### config.mk
export PLATFORM = sky130hd
export DESIGN_NAME = sensor_frame_parser
export DESIGN_NICKNAME = d
export VERILOG_FILES = /design/src/rtl/core/sfp_pkg.sv /design/src/rtl/core/sensor_frame_parser.sv /design/src/rtl/core/sfp_queue.sv /design/src/rtl/core/sfp_front.sv /design/src/rtl/core/sfp_back.sv
export SDC_FILE = /design/constraint.sdc
export NUM_CORES = 1
export LEC_CHECK = 0
export ABC_AREA = 0
export BUFFER_PORTS_ARGS = -buffer_cell sky130_fd_sc_hd__buf_2
export CORE_UTILIZATION = 55
export CTS_CLUSTER_DIAMETER = 50
export DETAILED_ROUTE_END_ITERATION = 8
export PLACE_DENSITY = 0.77
export SYNTH_ARGS = -nofsm -noshare
export SYNTH_HDL_FRONTEND = slang
export SYNTH_SLANG_ARGS = --single-unit
### constraint.sdc
create_clock -name clock -period 3.72 [get_ports clock]
set_clock_uncertainty 0.15 [all_clocks]
set_input_delay 0.372 -clock clock [delete_from_list [all_inputs] [get_ports clock]]
set_output_delay 0.372 -clock clock [all_outputs]
set_load 0.005 [all_outputs]
### src/rtl/core/sfp_pkg.sv
// Shared types, codes and constants of the sensor frame parser.
package sfp_pkg;

   localparam int ByteWidth    = 8;
   localparam int WordWidth    = 16;
   localparam int CountWidth   = 20;
   localparam int StatusWidth  = 3;
   localparam int CmdWidth     = 2;
   localparam int CsrIndexWidth = 1;
   localparam int CsrDataWidth = 20;
   localparam int QueueDepth   = 2;

   localparam logic [ByteWidth-1:0] START_BYTE = 8'h3A;
   localparam logic [ByteWidth-1:0] ZERO_BYTE  = 8'h00;
   localparam logic [ByteWidth-1:0] CR_BYTE    = 8'h0D;
   localparam logic [ByteWidth-1:0] LF_BYTE    = 8'h0A;

   localparam logic [CountWidth-1:0] COUNT_MAX        = 20'hFFFFF;
   localparam logic [CountWidth-1:0] TIMEOUT_RESET    = 20'd200;
   localparam logic [ByteWidth-1:0]  DEVICE_ID_RESET  = 8'h01;

   // request command codes
   localparam logic [CmdWidth-1:0] CMD_START = 2'd0;
   localparam logic [CmdWidth-1:0] CMD_BYTE  = 2'd1;

   // register indexes
   localparam logic [CsrIndexWidth-1:0] CSR_TIMEOUT_LIMIT = 1'b0;
   localparam logic [CsrIndexWidth-1:0] CSR_DEVICE_ID     = 1'b1;

   // status codes
   localparam logic [StatusWidth-1:0] ST_OK       = 3'd0;
   localparam logic [StatusWidth-1:0] ST_TIMEOUT  = 3'd1;
   localparam logic [StatusWidth-1:0] ST_CHECKSUM = 3'd2;
   localparam logic [StatusWidth-1:0] ST_NO_CR    = 3'd3;
   localparam logic [StatusWidth-1:0] ST_NO_LF    = 3'd4;

   localparam logic KIND_PAYLOAD = 1'b0;
   localparam logic KIND_END     = 1'b1;

   typedef enum logic [1:0] {
      OP_START,
      OP_BYTE,
      OP_TICK
   } op_type;

   typedef enum logic [3:0] {
      PH_HUNT,
      PH_ID,
      PH_ZERO,
      PH_CMD_LO,
      PH_CMD_HI,
      PH_LEN_LO,
      PH_LEN_HI,
      PH_PAYLOAD,
      PH_SUM_LO,
      PH_SUM_HI,
      PH_CR,
      PH_LF
   } phase_type;

   typedef struct packed {
      op_type               op;
      logic [ByteWidth-1:0] data;
   } item_type;

   // front-to-back handshake
   typedef struct packed {
      logic     valid;
      item_type item;
   } item_link_type;

   typedef struct packed {
      logic                   kind;
      logic [ByteWidth-1:0]   payload_byte;
      logic [WordWidth-1:0]   payload_index;
      logic [StatusWidth-1:0] status;
      logic [WordWidth-1:0]   frame_command;
      logic [WordWidth-1:0]   frame_length;
   } result_type;

endpackage

### src/rtl/core/sensor_frame_parser.sv
// Top level of the sensor frame parser: front decode, back parser, queues.
//
//   channel   direction  handshake            payload
//   req       in         req_push / req_full  req_cmd, req_rx_byte
//   rsp       out        rsp_pop / rsp_empty  rsp_kind .. rsp_frame_length
//   csr       in         csr_write_enable     csr_index, csr_write_data
//
// One word per clock in steady state; the back parser consumes one queued word
// per cycle while the result queue has room. An accepted word is registered in
// the input queue, parsed from its head into the result queue, then popped on rsp.
// Reset is synchronous: both queues empty, the timeout disarms, timeout_limit =
// 200, device_id = 1. A stalled consumer fills the result queue, stalling the
// back parser, which then fills the input queue and raises req_full.
module sensor_frame_parser
   import sfp_pkg::*;
#(
   parameter int QUEUE_DEPTH = QueueDepth
) (
   input  logic                     clock,
   input  logic                     reset,
   // request words
   input  logic                     req_push,
   output logic                     req_full,
   input  logic [CmdWidth-1:0]      req_cmd,
   input  logic [ByteWidth-1:0]     req_rx_byte,
   // result words
   output logic                     rsp_empty,
   input  logic                     rsp_pop,
   output logic                     rsp_kind,
   output logic [ByteWidth-1:0]     rsp_payload_byte,
   output logic [WordWidth-1:0]     rsp_payload_index,
   output logic [StatusWidth-1:0]   rsp_status,
   output logic [WordWidth-1:0]     rsp_frame_command,
   output logic [WordWidth-1:0]     rsp_frame_length,
   // register writes
   input  logic                     csr_write_enable,
   input  logic [CsrIndexWidth-1:0] csr_index,
   input  logic [CsrDataWidth-1:0]  csr_write_data
);

   item_link_type link;
   logic          link_take;
   result_type    rsp;

   // front: command decode and input queue
   sfp_front #(
      .DEPTH (QUEUE_DEPTH)
   ) u_front (
      .clock       (clock),
      .reset       (reset),
      .req_push    (req_push),
      .req_full    (req_full),
      .req_cmd     (req_cmd),
      .req_rx_byte (req_rx_byte),
      .link        (link),
      .link_take   (link_take)
   );

   // back: frame parser, timeout, registers and result queue
   sfp_back #(
      .DEPTH (QUEUE_DEPTH)
   ) u_back (
      .clock            (clock),
      .reset            (reset),
      .link             (link),
      .link_take        (link_take),
      .csr_write_enable (csr_write_enable),
      .csr_index        (csr_index),
      .csr_write_data   (csr_write_data),
      .rsp              (rsp),
      .rsp_empty        (rsp_empty),
      .rsp_pop          (rsp_pop)
   );

   assign rsp_kind          = rsp.kind;
   assign rsp_payload_byte  = rsp.payload_byte;
   assign rsp_payload_index = rsp.payload_index;
   assign rsp_status        = rsp.status;
   assign rsp_frame_command = rsp.frame_command;
   assign rsp_frame_length  = rsp.frame_length;

endmodule

### src/rtl/core/sfp_queue.sv
// Small register-based first-in first-out queue.
module sfp_queue
   import sfp_pkg::*;
#(
   parameter int WIDTH = 8,
   parameter int DEPTH = QueueDepth
) (
   input  logic             clock,
   input  logic             reset,
   input  logic             push,
   input  logic [WIDTH-1:0] push_data,
   output logic             full,
   input  logic             pop,
   output logic [WIDTH-1:0] pop_data,
   output logic             empty
);

   localparam int PtrWidth = (DEPTH > 1) ? $clog2(DEPTH) : 1;
   localparam int CntWidth = $clog2(DEPTH + 1);
   localparam logic [PtrWidth-1:0] LastPtr = PtrWidth'(DEPTH - 1);
   localparam logic [CntWidth-1:0] FullCnt = CntWidth'(DEPTH);

   logic [WIDTH-1:0]    mem_ff [DEPTH];
   logic [PtrWidth-1:0] wr_ptr_ff, wr_ptr_in;
   logic [PtrWidth-1:0] rd_ptr_ff, rd_ptr_in;
   logic [CntWidth-1:0] count_ff, count_in;
   logic                do_push, do_pop;

   assign full     = (count_ff == FullCnt);
   assign empty    = (count_ff == '0);
   assign do_push  = push && !full;
   assign do_pop   = pop && !empty;
   assign pop_data = mem_ff[rd_ptr_ff];

   always_comb begin
      wr_ptr_in = wr_ptr_ff;
      rd_ptr_in = rd_ptr_ff;
      count_in  = count_ff;
      if (do_push) begin
         wr_ptr_in = (wr_ptr_ff == LastPtr) ? '0 : wr_ptr_ff + 1'b1;
      end
      if (do_pop) begin
         rd_ptr_in = (rd_ptr_ff == LastPtr) ? '0 : rd_ptr_ff + 1'b1;
      end
      if (do_push && !do_pop) begin
         count_in = count_ff + 1'b1;
      end else if (do_pop && !do_push) begin
         count_in = count_ff - 1'b1;
      end
   end

   always_ff @(posedge clock) begin
      if (reset) begin
         wr_ptr_ff <= '0;
         rd_ptr_ff <= '0;
         count_ff  <= '0;
      end else begin
         wr_ptr_ff <= wr_ptr_in;
         rd_ptr_ff <= rd_ptr_in;
         count_ff  <= count_in;
      end
   end

   always_ff @(posedge clock) begin
      if (do_push) begin
         mem_ff[wr_ptr_ff] <= push_data;
      end
   end

endmodule

### src/rtl/core/sfp_front.sv
// Front end: takes request words, decodes the command and queues them.
module sfp_front
   import sfp_pkg::*;
#(
   parameter int DEPTH = QueueDepth
) (
   input  logic                 clock,
   input  logic                 reset,
   input  logic                 req_push,
   output logic                 req_full,
   input  logic [CmdWidth-1:0]  req_cmd,
   input  logic [ByteWidth-1:0] req_rx_byte,
   output item_link_type        link,
   input  logic                 link_take
);

   item_type   item_new;
   logic [$bits(item_type)-1:0] head_bits;
   logic       q_empty;

   // undefined command code behaves as an idle tick
   always_comb begin
      item_new.data = req_rx_byte;
      case (req_cmd)
         CMD_START: item_new.op = OP_START;
         CMD_BYTE:  item_new.op = OP_BYTE;
         default:   item_new.op = OP_TICK;
      endcase
   end

   sfp_queue #(
      .WIDTH ($bits(item_type)),
      .DEPTH (DEPTH)
   ) u_in_queue (
      .clock     (clock),
      .reset     (reset),
      .push      (req_push),
      .push_data (item_new),
      .full      (req_full),
      .pop       (link_take),
      .pop_data  (head_bits),
      .empty     (q_empty)
   );

   assign link.valid = !q_empty;
   assign link.item  = item_type'(head_bits);

endmodule

### src/rtl/core/sfp_back.sv
// Back end: frame state machine, checksum, timeout and result queue.
module sfp_back
   import sfp_pkg::*;
#(
   parameter int DEPTH = QueueDepth
) (
   input  logic                     clock,
   input  logic                     reset,
   input  item_link_type            link,
   output logic                     link_take,
   input  logic                     csr_write_enable,
   input  logic [CsrIndexWidth-1:0] csr_index,
   input  logic [CsrDataWidth-1:0]  csr_write_data,
   output result_type               rsp,
   output logic                     rsp_empty,
   input  logic                     rsp_pop
);

   phase_type              phase_ff, phase_in;
   logic [WordWidth-1:0]   command_ff, command_in;
   logic [WordWidth-1:0]   length_ff, length_in;
   logic [WordWidth-1:0]   count_ff, count_in;
   logic [WordWidth-1:0]   sum_ff, sum_in;
   logic [ByteWidth-1:0]   recv_lo_ff, recv_lo_in;
   logic [CountWidth-1:0]  tmo_count_ff, tmo_count_in;
   logic                   armed_ff, armed_in;
   logic [CountWidth-1:0]  tmo_limit_ff;
   logic [ByteWidth-1:0]   device_id_ff;

   logic                   out_full;
   logic                   is_start, live, timed_out, is_byte;
   logic [ByteWidth-1:0]   b;
   logic [WordWidth-1:0]   count_next, sum_plus, length_new;
   logic                   sum_bad;
   logic                   res_valid;
   result_type             res;
   logic [$bits(result_type)-1:0] rsp_bits;

   assign link_take  = link.valid && !out_full;
   assign b          = link.item.data;
   assign is_start   = link.item.op == OP_START;
   assign live       = armed_ff && !is_start;
   assign timed_out  = live && (tmo_count_ff > tmo_limit_ff);
   assign is_byte    = live && !timed_out && (link.item.op == OP_BYTE);
   assign count_next = count_ff + 1'b1;
   assign sum_plus   = sum_ff + WordWidth'(b);
   assign length_new = {b, length_ff[ByteWidth-1:0]};
   assign sum_bad    = {b, recv_lo_ff} != sum_ff;

   // next phase
   always_comb begin
      phase_in = phase_ff;
      if (is_start || timed_out) begin
         phase_in = PH_HUNT;
      end else if (is_byte) begin
         case (phase_ff)
            PH_HUNT:    phase_in = (b == START_BYTE) ? PH_ID : PH_HUNT;
            PH_ID:      phase_in = (b == device_id_ff) ? PH_ZERO : PH_HUNT;
            PH_ZERO:    phase_in = (b == ZERO_BYTE) ? PH_CMD_LO : PH_HUNT;
            PH_CMD_LO:  phase_in = PH_CMD_HI;
            PH_CMD_HI:  phase_in = PH_LEN_LO;
            PH_LEN_LO:  phase_in = PH_LEN_HI;
            PH_LEN_HI:  phase_in = (length_new == '0) ? PH_SUM_LO : PH_PAYLOAD;
            PH_PAYLOAD: phase_in = (count_next == length_ff) ? PH_SUM_LO : PH_PAYLOAD;
            PH_SUM_LO:  phase_in = PH_SUM_HI;
            PH_SUM_HI:  phase_in = sum_bad ? PH_HUNT : PH_CR;
            PH_CR:      phase_in = (b == CR_BYTE) ? PH_LF : PH_HUNT;
            default:    phase_in = PH_HUNT;
         endcase
      end
   end

   // datapath updates and result
   always_comb begin
      command_in    = command_ff;
      length_in     = length_ff;
      count_in      = count_ff;
      sum_in        = sum_ff;
      recv_lo_in    = recv_lo_ff;
      tmo_count_in  = tmo_count_ff;
      armed_in      = armed_ff;
      res_valid     = 1'b0;
      res           = '0;
      res.kind          = KIND_END;
      res.frame_command = command_ff;
      res.frame_length  = count_ff;

      if (is_start) begin
         command_in   = '0;
         length_in    = '0;
         count_in     = '0;
         sum_in       = '0;
         recv_lo_in   = '0;
         tmo_count_in = '0;
         armed_in     = 1'b1;
      end else if (timed_out) begin
         res_valid  = 1'b1;
         res.status = ST_TIMEOUT;
         armed_in   = 1'b0;
      end else if (live) begin
         if (tmo_count_ff != COUNT_MAX) begin
            tmo_count_in = tmo_count_ff + 1'b1;
         end
         if (is_byte) begin
            case (phase_ff)
               PH_ID: begin
                  sum_in = (b == device_id_ff) ? sum_plus : '0;
               end
               PH_ZERO: begin
                  sum_in = (b == ZERO_BYTE) ? sum_plus : '0;
               end
               PH_CMD_LO: begin
                  command_in = {command_ff[WordWidth-1:ByteWidth], b};
                  sum_in     = sum_plus;
               end
               PH_CMD_HI: begin
                  command_in = {b, command_ff[ByteWidth-1:0]};
                  sum_in     = sum_plus;
               end
               PH_LEN_LO: begin
                  length_in = {length_ff[WordWidth-1:ByteWidth], b};
                  sum_in    = sum_plus;
               end
               PH_LEN_HI: begin
                  length_in = length_new;
                  sum_in    = sum_plus;
               end
               PH_PAYLOAD: begin
                  res_valid         = 1'b1;
                  res.kind          = KIND_PAYLOAD;
                  res.payload_byte  = b;
                  res.payload_index = count_ff;
                  res.frame_command = '0;
                  res.frame_length  = '0;
                  count_in          = count_next;
                  sum_in            = sum_plus;
               end
               PH_SUM_LO: begin
                  recv_lo_in = b;
               end
               PH_SUM_HI: begin
                  if (sum_bad) begin
                     res_valid  = 1'b1;
                     res.status = ST_CHECKSUM;
                     armed_in   = 1'b0;
                  end
               end
               PH_CR: begin
                  if (b != CR_BYTE) begin
                     res_valid  = 1'b1;
                     res.status = ST_NO_CR;
                     armed_in   = 1'b0;
                  end
               end
               PH_LF: begin
                  res_valid  = 1'b1;
                  res.status = (b == LF_BYTE) ? ST_OK : ST_NO_LF;
                  armed_in   = 1'b0;
               end
               default: begin
                  sum_in = sum_ff;
               end
            endcase
         end
      end
   end

   always_ff @(posedge clock) begin
      if (reset) begin
         phase_ff     <= PH_HUNT;
         command_ff   <= '0;
         length_ff    <= '0;
         count_ff     <= '0;
         sum_ff       <= '0;
         recv_lo_ff   <= '0;
         tmo_count_ff <= '0;
         armed_ff     <= 1'b0;
      end else if (link_take) begin
         phase_ff     <= phase_in;
         command_ff   <= command_in;
         length_ff    <= length_in;
         count_ff     <= count_in;
         sum_ff       <= sum_in;
         recv_lo_ff   <= recv_lo_in;
         tmo_count_ff <= tmo_count_in;
         armed_ff     <= armed_in;
      end
   end

   always_ff @(posedge clock) begin
      if (reset) begin
         tmo_limit_ff <= TIMEOUT_RESET;
         device_id_ff <= DEVICE_ID_RESET;
      end else if (csr_write_enable) begin
         case (csr_index)
            CSR_TIMEOUT_LIMIT: tmo_limit_ff <= csr_write_data;
            CSR_DEVICE_ID:     device_id_ff <= csr_write_data[ByteWidth-1:0];
            default:           tmo_limit_ff <= tmo_limit_ff;
         endcase
      end
   end

   sfp_queue #(
      .WIDTH ($bits(result_type)),
      .DEPTH (DEPTH)
   ) u_out_queue (
      .clock     (clock),
      .reset     (reset),
      .push      (link_take && res_valid),
      .push_data (res),
      .full      (out_full),
      .pop       (rsp_pop),
      .pop_data  (rsp_bits),
      .empty     (rsp_empty)
   );

   assign rsp = result_type'(rsp_bits);

endmodule

### Yosys cells after proc, flatten, opt, wreduce, memory -nomap -nowiden

Memories as Yosys holds them, arrays and structs flattened. A register that Yosys moved wholly into a read port is not among the register bits.
Index checks and enable logic that the tools add are counted.

* register bits: 133
* bits in writable memories: 140
* bits of input ports: 36
* word-level logic and storage cells: 209
* memories: 2

Memories
* u_back.u_out_queue.mem_ff: depth 2, width 60, rd ports 1, clocked after Yosys merged registers in 1, wr ports 1, RTL line sfp_queue.sv:23 `logic [WIDTH-1:0] mem_ff [DEPTH];`
* u_front.u_in_queue.mem_ff: depth 2, width 10, rd ports 1, clocked after Yosys merged registers in 1, wr ports 1, RTL line sfp_queue.sv:23

* add/sub/neg operators: 11
* $lt $le $gt $ge: 1
* eq/ne operators: 30
* multiplexer cells: 84
* bitwise logic cells: 1
* reduce and logical (&&, ||, !) cells: 62

Operator list (count)
* $mux W16: 19
* $mux W60: 3
* $mux W20: 4
* $mux W32: 2
* $pmux W16 S2: 2
* $mux W25: 2
* $pmux W16 S3: 1
* $pmux W4 S11: 1
* $mux W8: 5
* $reduce_and A6 Y1: 5
* $mux W1: 25
* $mux W4: 6
* $reduce_bool A2 Y1: 12
* $add A20 B1 Y20 const B: 1
* $gt A20 B20 Y1: 1
* $ne A20 B20 Y1 const B: 1
* $add A16 B1 Y16 const B: 1
* $add A16 B8 Y16: 1
* $eq A16 B16 Y1: 1
* $eq A4 B3 Y1 const B: 4
* $eq A4 B4 Y1 const B: 4
* $eq A8 B4 Y1 const B: 2
* $logic_not A16 Y1: 1
* $mux W2: 8
* 32 further kinds: 77

### Longest topological paths before layout

* depth after elaboration: 17
* depth in mapped cells: 14

### Cells and area by module

Synthesis repeated with hierarchy kept, for this count alone.

* cell total of the unflattened synthesis: 1303
* area total of the unflattened synthesis: 13375.3 um^2

By module, submodules not included
* sfp_back: instances 1, cells each 1032, area an instance 7893.8 um^2, sequential area each 2502.4 um^2
* sfp_queue at u_back.u_out_queue: instances 1, cells each 212, area an instance 4531.8 um^2, sequential area each 3703.6 um^2
* sfp_queue at u_front.u_in_queue: instances 1, cells each 56, area an instance 935.9 um^2, sequential area each 700.7 um^2
* sfp_front: instances 1, cells each 3, area an instance 13.8 um^2, sequential area each 0.0 um^2

### Worst setup path after synthesis

OpenSTA, ideal clock, no wires.

* path type: register to register
* start point: register u_back.tmo_limit_ff[18]
* end point: memory u_back.u_out_queue.mem_ff[1][0] (netlist bit), enable pin
* library setup time: 0.424 ns
* data arrival time: 3.410 ns
* required time: 3.146 ns
* setup slack: -0.264 ns
* stages on the path, launching flop included: 10
* buffers on the path: 0
* period minus slack after synthesis: 3.984 ns
* path through: dfxtp_1 inv_1 ha_1 nand4_1 nor2_1 a221oi_1 o21ai_1 o31a_1 o21ai_1 and3_1

* cells in the longest elaborated chain, start to end: 13

RTL lines
* start: declaration: RTL line sfp_back.sv:27 `logic [CountWidth-1:0] tmo_limit_ff;`
* start signal: assignment: RTL line sfp_back.sv:196 `CSR_TIMEOUT_LIMIT: tmo_limit_ff <= csr_write_data;`
* start signal: assignment: RTL line sfp_back.sv:198 `default: tmo_limit_ff <= tmo_limit_ff;`
* $gt A20 B20 Y1 (*): RTL line sfp_back.sv:43 `assign timed_out = live && (tmo_count_ff > tmo_limit_ff);`
* $logic_and A1 B1 Y1 (*): RTL line sfp_back.sv:43
* $logic_not A1 Y1: RTL line sfp_back.sv:44 `assign is_byte = live && !timed_out && (link.item.op == OP_BYTE);`
* $logic_and A1 B1 Y1 (2 in a row): RTL line sfp_back.sv:44
* $mux W1: RTL line sfp_back.sv:104 `if (is_byte) begin`
* $mux W1: RTL line sfp_back.sv:100 `end else if (live) begin`
* $mux W1 (*): RTL line sfp_back.sv:96 `end else if (timed_out) begin`
* $mux W1 (*): RTL line sfp_back.sv:88 `if (is_start) begin`
* $logic_and A1 B1 Y1 (*): RTL line sfp_back.sv:209 `.push (link_take && res_valid),`
* $logic_and A1 B1 Y1 (*): RTL line sfp_queue.sv:31 `assign do_push = push && !full;`
* $mux W1 (*): RTL line sfp_queue.sv:65 `if (do_push) begin`
* $mux W1 (implied by the code) (*): RTL line sfp_queue.sv:66 `mem_ff[wr_ptr_ff] <= push_data;`
* end: declaration: RTL line sfp_queue.sv:23

Every way passes the cells marked *; elsewhere a longest branch is shown, timed or not.

==> flow_metrics.tcl <==
set metrics [dict create \
    status "complete, no violations" \
    yosysWarnings 0 \
    p_sw_frac 0.289 \
    drtPass1Iterations 5 \
    register_area_um2 6910 \
    clock_path_buffers 3 \
    avgRoutedWirePerCell_um 18.0 \
    syn_area_um2 13200 \
    synth_top_area_frac 0.318 \
    worst_path_max_delay_cell "nor4_1" \
    wl_mm 31.4 \
    combPwrFrac 0.197 \
    clock_latency_ns 0.57 \
    placedCellCount 1656 \
    hpwl_mm 21.2 \
    placed_area_um2 14100 \
    synth_top_area_cell "edfxtp_1" \
    max_freq_mhz 288 \
    crit_top_cell "a21oi_1" \
    cp_data_required_time_ns 4.06 \
    drcViolationCount 0 \
    seq_area_frac_synth 0.523 \
    hold_path.class "primary input to register" \
    dp_slack_ns 0.423 \
    fin_cells 1741 \
    cp-start-kind "register" \
    multi_input_area_um2 5850 \
    clkTransAtPathRegs_ns 0.06 \
    dieWidth_um 157 \
    area_growth_pct 16.2 \
    path_class "register to register" \
    cts_root_buffer "clkbuf_16" \
    portBuffers 97 \
    postSynthAreaPerCell_um2 10.4 \
    final_hold_viol_count 0 \
    rsz0062_at_grt "no" \
    die_area_um2 24600 \
    fin_crit_ns 3.47 \
    ant_nets 0 \
    p_sw_mw 2.21 \
    cap_violations 0 \
    ys_async_sr_fraction 0 \
    tightest_slew_ns 0.889 \
    vias 10100 \
    gr-usage-all-layers 0.258 \
    p_seq_frac 0.441 \
    fin_setup_tns_ns 0 \
    die_h_um 157 \
    finalNetCount 1467 \
    max-vdd-ir-drop_uv 376 \
    power_leakage_nw 5.69 \
    n_fill_cell 1832 \
    stdcell_area_um2 15300 \
    powerDensity_nw_per_um2 497 \
    setup_viol 0 \
    clkPwrFrac 0.362 \
    synth_nets 1341 \
    synthTopCellsByArea "edfxtp_1, dfxtp_1, mux2_2" \
    synth_top_flop_cell "edfxtp_1" \
    synth_edf_count 140 \
    ios 98 \
    critPathMaxStageDelay_ns 0.51 \
    cts.sinks 275 \
    ctsHoldBuffers 29 \
    setup_ws_ns 0.254 \
    antenna_found_initial 0 \
    path_cells "buf_4, mux2i_2, xnor2_1, nor4_1, nand3_1, a21oi_1, o21ai_1, and2_1, ha_1, or3_1, a21oi_1" \
    relSlewSlack 0.407 \
    grt_max_degree 71 \
    n_antenna_cell 0 \
    layout-drive-gt1-share 0.184 \
    ys_types 75 \
    endpoint_kind "register" \
    period_share 0.932 \
    worstPathArrival_ns 3.81 \
    netlist_instances 1272 \
    coreArea_um2 23500 \
    cts_tree "done" \
    num_rows 56 \
    place.gp.congestion 0.917 \
    initial_core_util 0.561 \
    crit_path_max_fanout 20 \
    first_global_vias 9891 \
    grt_first_pass_wirelength_mm 49.9 \
    cts_resized 0 \
    grt_overflow 0 \
    drv_slew 0 \
    synth_seq_cells 275 \
    post_cts_buffers 0 \
    h-tree-depth 1 \
    intPower_mw 5.42 \
    drtIter0Drc 759 \
    cts_buffers 30 \
    vias_per_cell 5.77 \
]
## stage by stage
stage / hold WS (ns) / power, mW / utilization
after floorplan: 0.286 / 4.37 / -
after global placement: 0.295 / 4.85 / 0.600
after detailed placement: 0.298 / 4.88 / 0.600
after CTS: 0.00306 / 7.66 / 0.652
after global routing: 0.0451 / 7.92 / 0.652
final: 0.0200 / 7.63 / 0.652
## cell type report
class	instances	share of cell area
inverter	44	0.0110
clock inverter	20	0.0107
multi-input combinational	884	0.381
clock buffer	36	0.0504
timing repair buffer	163	0.0704
sequential	275	0.450
tap	319	0.0260
## placed cells by master, fill, tap and decap left out, drive strengths merged, types with 28 or more instances in the layout
cell	n
edfxtp	140
dfxtp	135
buf	134
nor2	124
nand2	112
a21oi	90
mux2	62
and2	49
nand3	46
inv	45
xnor2	40
xor2	40
nand4	38
clkbuf	36
ha	32
dlygate4sd3	29
mux2i	29
o21ai	28
## worst paths after layout
check        depth (start not counted)  slack (ns)                                  from                                          end
max                                 11        0.25                              register  u_back.u_out_queue.count_ff[1]$_SDFFE_PP0P_
min                                  3        0.02                      csr_write_enable          u_back.device_id_ff[6]$_SDFFE_PP0P_
max reg2reg                         11        0.25                              register  u_back.u_out_queue.count_ff[1]$_SDFFE_PP0P_
min reg2reg                          2        0.30  u_back.tmo_limit_ff[19]$_SDFFE_PP0P_         u_back.tmo_limit_ff[19]$_SDFFE_PP0P_
## state kept, by name, summed over array words and instances, names as in the netlist, 2 cells and up, named ones only
register,count
u_back.command_ff,16
u_back.count_ff,16
u_back.u_out_queue.count_ff,2
u_back.recv_lo_ff,8
u_front.u_in_queue.mem_ff,20
u_back.u_out_queue.mem_ff,120
u_back.phase_ff,4
u_back.tmo_count_ff,20
u_back.sum_ff,16
u_front.u_in_queue.count_ff,2
u_back.tmo_limit_ff,20
u_back.length_ff,16
u_back.device_id_ff,8
## critical path: cells and delay by family (launching register included)
family | cells | cell delay [ns]
flops | 1 | 0.31
mux | 1 | 0.43
xor+xnor | 1 | 0.11
simple gates | 4 | 1.31
compound gates | 3 | 0.47
fa+ha+maj | 1 | 0.33
buf+inv | 1 | 0.29
## cells in the mapped netlist (4+ instances only)
cell,instances
edfxtp_1,140
dfxtp_1,135
nor2_1,124
nand2_1,112
a21oi_1,88
mux2_2,61
clkbuf_1,55
and2_1,48
nand3_1,45
inv_1,44
xnor2_1,40
xor2_1,40
nand4_1,38
ha_1,32
mux2i_1,22
and3_1,21
nand2b_1,21
nor3_1,20
o21ai_0,18
nor4_1,12
a21o_1,10
a211oi_1,9
o21ai_1,9
o32ai_1,9
o2bb2ai_1,8
buf_1,7
a211o_1,6
a31oi_1,5
and4_1,5
buf_2,5
nand3b_1,5
nor2b_1,5
o21bai_1,5
mux2i_2,4
o31ai_1,4
or3_1,4
## cells by family after synthesis
family,synth area share
and+or+nand+nor,0.179
DFF,0.523
AOI/OAI and AO/OA,0.101
buffers and inverters,0.0337
muxes,0.0788
xor gates and xnor gates,0.0531
adders and majority gates,0.0318
## routing by layer
layer  vias up  wire length [µm]  global-route usage
met2       336             15600               0.458
met1      4837             13100               0.323
li1       4816                 -                   -
met3        65              1690              0.0347
met5         -                 0                   0
met4         0               925              0.0850
## power groups by stage
stage / clock network [mW] / registers (mW) / logic [mW]
3_3_place_gp: 0 / 3.42 / 1.44
6_report: 2.76 / 3.36 / 1.50
5_1_grt: 2.92 / 3.37 / 1.63
3_5_place_dp: 0 / 3.42 / 1.46
2_1_floorplan: 0 / 3.39 / 0.980
4_1_cts: 2.81 / 3.36 / 1.49
Note: power is estimated with default switching activity, not from simulation.
